## src/rtl/core/tpzs_pkg.sv

```systemverilog
// Shared types, constants and fixed-point helpers for the torus shader.
// No dependencies; imported by every module of the block except tpzs_ram.
package tpzs_pkg;

    localparam int TRIG_W     = 16;
    localparam int ACC_W      = 24;
    localparam int PROD_W     = 2 * ACC_W;
    localparam int DEPTH_W    = 16;
    localparam int CODE_W     = 4;
    localparam int GLYPH_W    = 7;
    localparam int CELL_IDX_W = 14;
    localparam int DIV_Q_W    = 31;
    localparam int CFG_IDX_W  = 3;

    localparam logic [GLYPH_W-1:0] BLANK_CHAR = 7'd32;

    typedef enum logic [CFG_IDX_W-1:0] {
        CFG_COS_A = 3'd0,
        CFG_SIN_A = 3'd1,
        CFG_COS_B = 3'd2,
        CFG_SIN_B = 3'd3,
        CFG_SCALE = 3'd4
    } cfg_idx_t;

    typedef enum logic {
        MODE_PLOT = 1'b0,
        MODE_READ = 1'b1
    } mode_t;

    typedef struct packed {
        logic signed [TRIG_W-1:0] cos_a;
        logic signed [TRIG_W-1:0] sin_a;
        logic signed [TRIG_W-1:0] cos_b;
        logic signed [TRIG_W-1:0] sin_b;
        logic        [TRIG_W-1:0] scale;
    } cfg_t;

    typedef struct packed {
        mode_t                    mode;
        logic signed [TRIG_W-1:0] cos_theta;
        logic signed [TRIG_W-1:0] sin_theta;
        logic signed [TRIG_W-1:0] cos_phi;
        logic signed [TRIG_W-1:0] sin_phi;
        logic                     in_range;
        logic [CELL_IDX_W-1:0]    cell_idx;
    } item_t;

    typedef struct packed {
        logic clear_done;
    } back_status_t;

    typedef enum logic [3:0] {
        B_CLEAR,
        B_IDLE,
        B_MATH,
        B_DIV_START,
        B_DIV_WAIT,
        B_PROD,
        B_PXLO,
        B_PXHI,
        B_PYLO,
        B_PYHI,
        B_BOUND,
        B_MEM_RD,
        B_MEM_CHK,
        B_DONE
    } back_state_t;

    typedef enum logic [4:0] {
        ST_CB_CP,
        ST_SA_SB,
        ST_X_SP,
        ST_X_CIRC,
        ST_CA_SB,
        ST_X_ST,
        ST_CP_SB,
        ST_CB_SA,
        ST_Y_SP,
        ST_Y_CIRC,
        ST_CA_CB,
        ST_Y_ST,
        ST_CIRC_SP,
        ST_Z_CA,
        ST_Z_SA,
        ST_CP_CT,
        ST_L_SB,
        ST_CA_CT,
        ST_L_SP,
        ST_CT_SA,
        ST_T_SP,
        ST_CA_ST,
        ST_L_CB
    } step_t;

    function automatic logic signed [ACC_W-1:0] sx24(input logic signed [TRIG_W-1:0] v);
        return ACC_W'(v);
    endfunction

    // Q2.14 product scaled back, truncated toward zero
    function automatic logic signed [ACC_W-1:0] qm(input logic signed [PROD_W-1:0] p);
        logic signed [PROD_W-1:0] r;
        r = p + (p[PROD_W-1] ? 48'sd16383 : 48'sd0);
        return r[37:14];
    endfunction

    function automatic logic [GLYPH_W-1:0] shade_char(input logic [CODE_W-1:0] idx);
        logic [GLYPH_W-1:0] c;
        unique case (idx)
            4'd0:    c = 7'h2E;
            4'd1:    c = 7'h2C;
            4'd2:    c = 7'h2D;
            4'd3:    c = 7'h7E;
            4'd4:    c = 7'h3A;
            4'd5:    c = 7'h3B;
            4'd6:    c = 7'h3D;
            4'd7:    c = 7'h21;
            4'd8:    c = 7'h2A;
            4'd9:    c = 7'h23;
            4'd10:   c = 7'h24;
            4'd11:   c = 7'h40;
            default: c = BLANK_CHAR;
        endcase
        return c;
    endfunction

    function automatic logic [GLYPH_W-1:0] char_of(input logic [CODE_W-1:0] code);
        logic [GLYPH_W-1:0] c;
        if (code == 4'd0 || code > 4'd12) begin
            c = BLANK_CHAR;
        end else begin
            c = shade_char(code - 4'd1);
        end
        return c;
    endfunction

endpackage

```

## src/rtl/core/tpzs_front.sv

```systemverilog
// Front end: accepts transactions, classifies read requests, queues items.
// Depends on tpzs_pkg.
module tpzs_front import tpzs_pkg::*; #(
    parameter int SCREEN_WIDTH  = 50,
    parameter int SCREEN_HEIGHT = 50
) (
    input  logic                     aclk,
    input  logic                     aresetn,
    input  logic                     s_valid,
    output logic                     s_ready,
    input  logic                     s_mode,
    input  logic signed [TRIG_W-1:0] s_cos_theta,
    input  logic signed [TRIG_W-1:0] s_sin_theta,
    input  logic signed [TRIG_W-1:0] s_cos_phi,
    input  logic signed [TRIG_W-1:0] s_sin_phi,
    input  logic [5:0]               s_cell_row,
    input  logic [5:0]               s_cell_col,
    input  back_status_t             status,
    output logic                     q_valid,
    output item_t                    q_item,
    input  logic                     q_pop
);
    item_t      q_mem [2];
    logic       wr_ptr_reg, rd_ptr_reg;
    logic [1:0] cnt_reg;
    item_t      in_item;
    logic       push;

    always_comb begin
        in_item.mode      = mode_t'(s_mode);
        in_item.cos_theta = s_cos_theta;
        in_item.sin_theta = s_sin_theta;
        in_item.cos_phi   = s_cos_phi;
        in_item.sin_phi   = s_sin_phi;
        in_item.in_range  = (32'(s_cell_row) < SCREEN_HEIGHT) && (32'(s_cell_col) < SCREEN_WIDTH);
        in_item.cell_idx  = CELL_IDX_W'(32'(s_cell_row) * SCREEN_WIDTH + 32'(s_cell_col));
    end

    assign s_ready = status.clear_done && (cnt_reg != 2'd2);
    assign push    = s_valid && s_ready;
    assign q_valid = cnt_reg != 2'd0;
    assign q_item  = q_mem[rd_ptr_reg];

    always_ff @(posedge aclk) begin
        if (push) begin
            q_mem[wr_ptr_reg] <= in_item;
        end
    end

    always_ff @(posedge aclk) begin
        if (!aresetn) begin
            wr_ptr_reg <= 1'b0;
            rd_ptr_reg <= 1'b0;
            cnt_reg    <= 2'd0;
        end else begin
            if (push) begin
                wr_ptr_reg <= ~wr_ptr_reg;
            end
            if (q_pop) begin
                rd_ptr_reg <= ~rd_ptr_reg;
            end
            cnt_reg <= cnt_reg + 2'(push) - 2'(q_pop);
        end
    end
endmodule

```

## config.mk

```make
export PLATFORM = sky130hd
export DESIGN_NAME = tpzs_front
export DESIGN_NICKNAME = d
export VERILOG_FILES = /design/src/rtl/core/tpzs_pkg.sv /design/src/rtl/core/tpzs_front.sv
export SDC_FILE = /design/constraint.sdc
export NUM_CORES = 1
export LEC_CHECK = 0
export BUFFER_PORTS_ARGS = -buffer_cell sky130_fd_sc_hd__buf_2
export CORE_AREA = 10 10 142 144
export DETAILED_ROUTE_END_ITERATION = 10
export DIE_AREA = 0 0 152 154
export PLACE_DENSITY = 0.69
export SLEW_MARGIN = 20
export SYNTH_ARGS = -nofsm -noshare
export SYNTH_HDL_FRONTEND = slang
export SYNTH_SLANG_ARGS = --single-unit
```

## constraint.sdc

```tcl
create_clock -name aclk -period 12.1 [get_ports aclk]
set_input_delay 1.21 -clock aclk [delete_from_list [all_inputs] [get_ports aclk]]
set_output_delay 1.21 -clock aclk [all_outputs]
set_load 0.01 [all_outputs]
```

==> impl_metrics.csv <==
group,metric,value,unit
route,drc,0,
power,leakage,0.003257,uW
synthesis,avgSynthCellArea,18.26,sq um
hold_path,min-delay-start,"rd_ptr_reg",
finish,post-route-util,49.30,%
die,die_y,154,microns
synthesis,synthAdderAreaFrac,6.667,%
global_routing,grt_pass1_wl,21.61,mm
finish,drive_above_1_share,50.98,%
route,first_pass_iters,6,
power,pwr-share-clk,35.5,%
die,num_io_pins,164,
synthesis,muxShareOfSynthArea,13.09,%
power,internal_power,1039,uW
clocking,cts_made_buffers,17,
timing,final-hold-violation-count,0,
clocking,clock_path_buffers,2,
route,num_vias,3744,
run_status,status,"completed",
timing,worstMarginPinSlew,0.8385,ns
finish,syn_to_final_growth,24.64,%
synthesis,synth_simple_gate_area_share,2.744,%
critical_path,reg2reg_from,"cnt_reg[0]",
critical_path,crit_arrival,3.79,ns
global_routing,antenna_found_initial,0,
synthesis,synth_top_flop_cell,"edfxtp_1",
finish,layout_commonest_cell,"buf_2",
synthesis,synthCells,372,
synthesis,syn-cell-area,6794,sq um
critical_path,crit_type,"input pin to register",
timing,rsz0062_at_grt,"false",
timing,holdWs,0.5756,ns
synthesis,ys_types,42,
synthesis,synth_nets,489,
placed_design,place_hpwl,9.970,mm
timing,drv_slew,0,
job,cap_violations,0,
placed_design,post_dp_cell_area,7866,sq um
clocking,postCtsSetupBuffers,0,
finish,final_cell_area,8468,sq um
synthesis,synth_seq_cells,163,
route,ant_nets,0,
clocking,cts_tree,"yes",
synthesis,synth-edff-count,158,
clocking,clk_latency,0.41,ns
finish,diodes,0,
synthesis,async_flop_share,0,%
timing,period_minus_slack,3.630,ns
critical_path,endpoint_kind,"register",
synthesis,synth_top_area_share,69.83,%
finish,nets,663,
global_routing,grt_start_max_net_pins,80,
clocking,clkSinkCount,163,
synthesis,synth_top_family_by_area,"multiplexers",
global_routing,grt_usage,11.65,%
timing,finalCritPeriodShare,30.00,%
timing,fmax,0.2755,GHz
synthesis,synth_xor_area_share,1.786,%
clocking,ctsResizeCount,0,
power,power_frac_seq,49.0,%
route,routed_wl,14.02,mm
die,die_w,152,microns
clocking,path_clk_slew,0.06,ns
synthesis,synth_compound_area_share,2.928,%
route,via_per_inst,4.776,
route,drtIter0Drc,182,
critical_path,cp-start-kind,"input pin",
die,start_util,39.55,%
placed_design,port_buffers,162,
clocking,ctsHtreeMaxLevel,4,
critical_path,cp_max_fo,5,
finish,final_cell_mix,"buf_2, edfxtp_1, mux2_2, ha_1, clkbuf_16",
synthesis,yosysWarnings,0,
timing,skew,0.009802,ns
synthesis,seq_area_frac_synth,71.31,%
power,power_density,163.3,nW/um^2
clocking,hold_buffers,0,
power,switching_share,24.86,%
timing,finalSetupTns,0,ns
synthesis,synth.area.top_cells,"edfxtp_1, mux2_2, ha_1, dfxtp_1, xnor2_1",
finish,largest_reg_flops,158,
global_routing,grt-ovfl-total,0,
power,irDropWorstVdd,0.08192,mV
timing,slew_headroom,44.10,%
global_routing,grt_pass1_vias,4000,
timing,finalSetupViolCount,0,
clocking,ctsRootBufferMaster,"clkbuf_16",
power,p_sw,343.8,uW
power,pwr-share-comb,15.5,%
die,rows,48,
critical_path,cp.required,12.26,ns
route,wl_per_cell,17.88,microns
hold_path,hold_class,"register to register",
critical_path,setup.worst_path.start,"s_cell_row[1]",
die,dieArea,23410,sq um
die,core-area,17180,sq um
synthesis,yosys.area.top_type,"edfxtp_1",
placed_design,gp_congestion,0.8201,
==> worst max-delay path, stage by stage <==
cell and delay, ns:
buf_2 0.13, ha_1 0.29, ha_1 0.30, ha_1 0.33, fa_1 0.49, nand3_1 0.14
a21oi_2 0.10, or4_1 0.40, and3_1 0.20, and4bb_1 0.20
==> cell usage after synthesis, drive strengths merged, types with 2 or more instances <==
master / number
a21boi: 2
o2111ai: 2
o311ai: 2
nand2: 5
and2: 5
xor2: 3
o21ai: 3
dfxtp: 5
or2: 2
xnor2: 10
a21oi: 8
o21a: 3
mux2: 79
nor2b: 2
edfxtp: 158
fa: 2
nor2: 5
and3: 3
clkbuf: 4
ha: 33
nand3: 3
inv: 14
buf: 6
==> power groups by stage <==
stage               sequential, uW  clock (uW)  combinational [uW]
finish                         677         491                 215
global placement               693           0                 206
global route                   681         528                 237
floorplan                      684           0                 142
detailed placement             695           0                 210
CTS                            683         501                 212
==> kinds of logic (layout without fill, tap and decap cells) <==
logic type               after synthesis  after routing
other                                  1              1
buffers and inverters                 24            211
multiplexers                          79             79
flip-flops                           163            163
AO/OA/AOI/OAI                         27             27
adder cells (fa/ha/maj)               35             35
AND/OR/NAND/NOR                       30             30
XOR/XNOR                              13             13
==> stage by stage <==
step / total power [uW] / cells / worst slack (ns)
3_3_place_gp: 898.9 / 750 / 8.080
5_1_grt: 1446 / 784 / 8.389
2_1_floorplan: 826.7 / 372 / 6.477
4_1_cts: 1397 / 782 / 8.484
6_report: 1383 / 784 / 8.470
3_5_place_dp: 905.2 / 750 / 8.046
==> worst paths after layout <==
kind | endpoint | slack (ns) | cells past startpoint
max reg2reg | q_mem[0][57] | 9.62 | 5
min | register | 0.58 | 2
min reg2reg | register | 0.58 | 2
max | q_mem[1][12] | 8.47 | 10
==> area by class of cell <==
class,count,area [sq um]
clock buffer,20,456.7
clock inverter,12,97.59
fill,1453,8708
inverter,14,52.55
multi-input combinational,185,1866
sequential,163,4848
tap,225,281.5
timing repair buffer,165,865.8
==> routing by layer <==
layer  track usage (%)  up-vias  part of all wire [%]
met3             3.961       16                   5.4
met2             19.86      129                    51
met5                 0        -                     0
met1             13.32     1816                    42
li1                  -     1783                     -
met4             4.218        0                   1.2
Power figures use the tool's default switching activity.
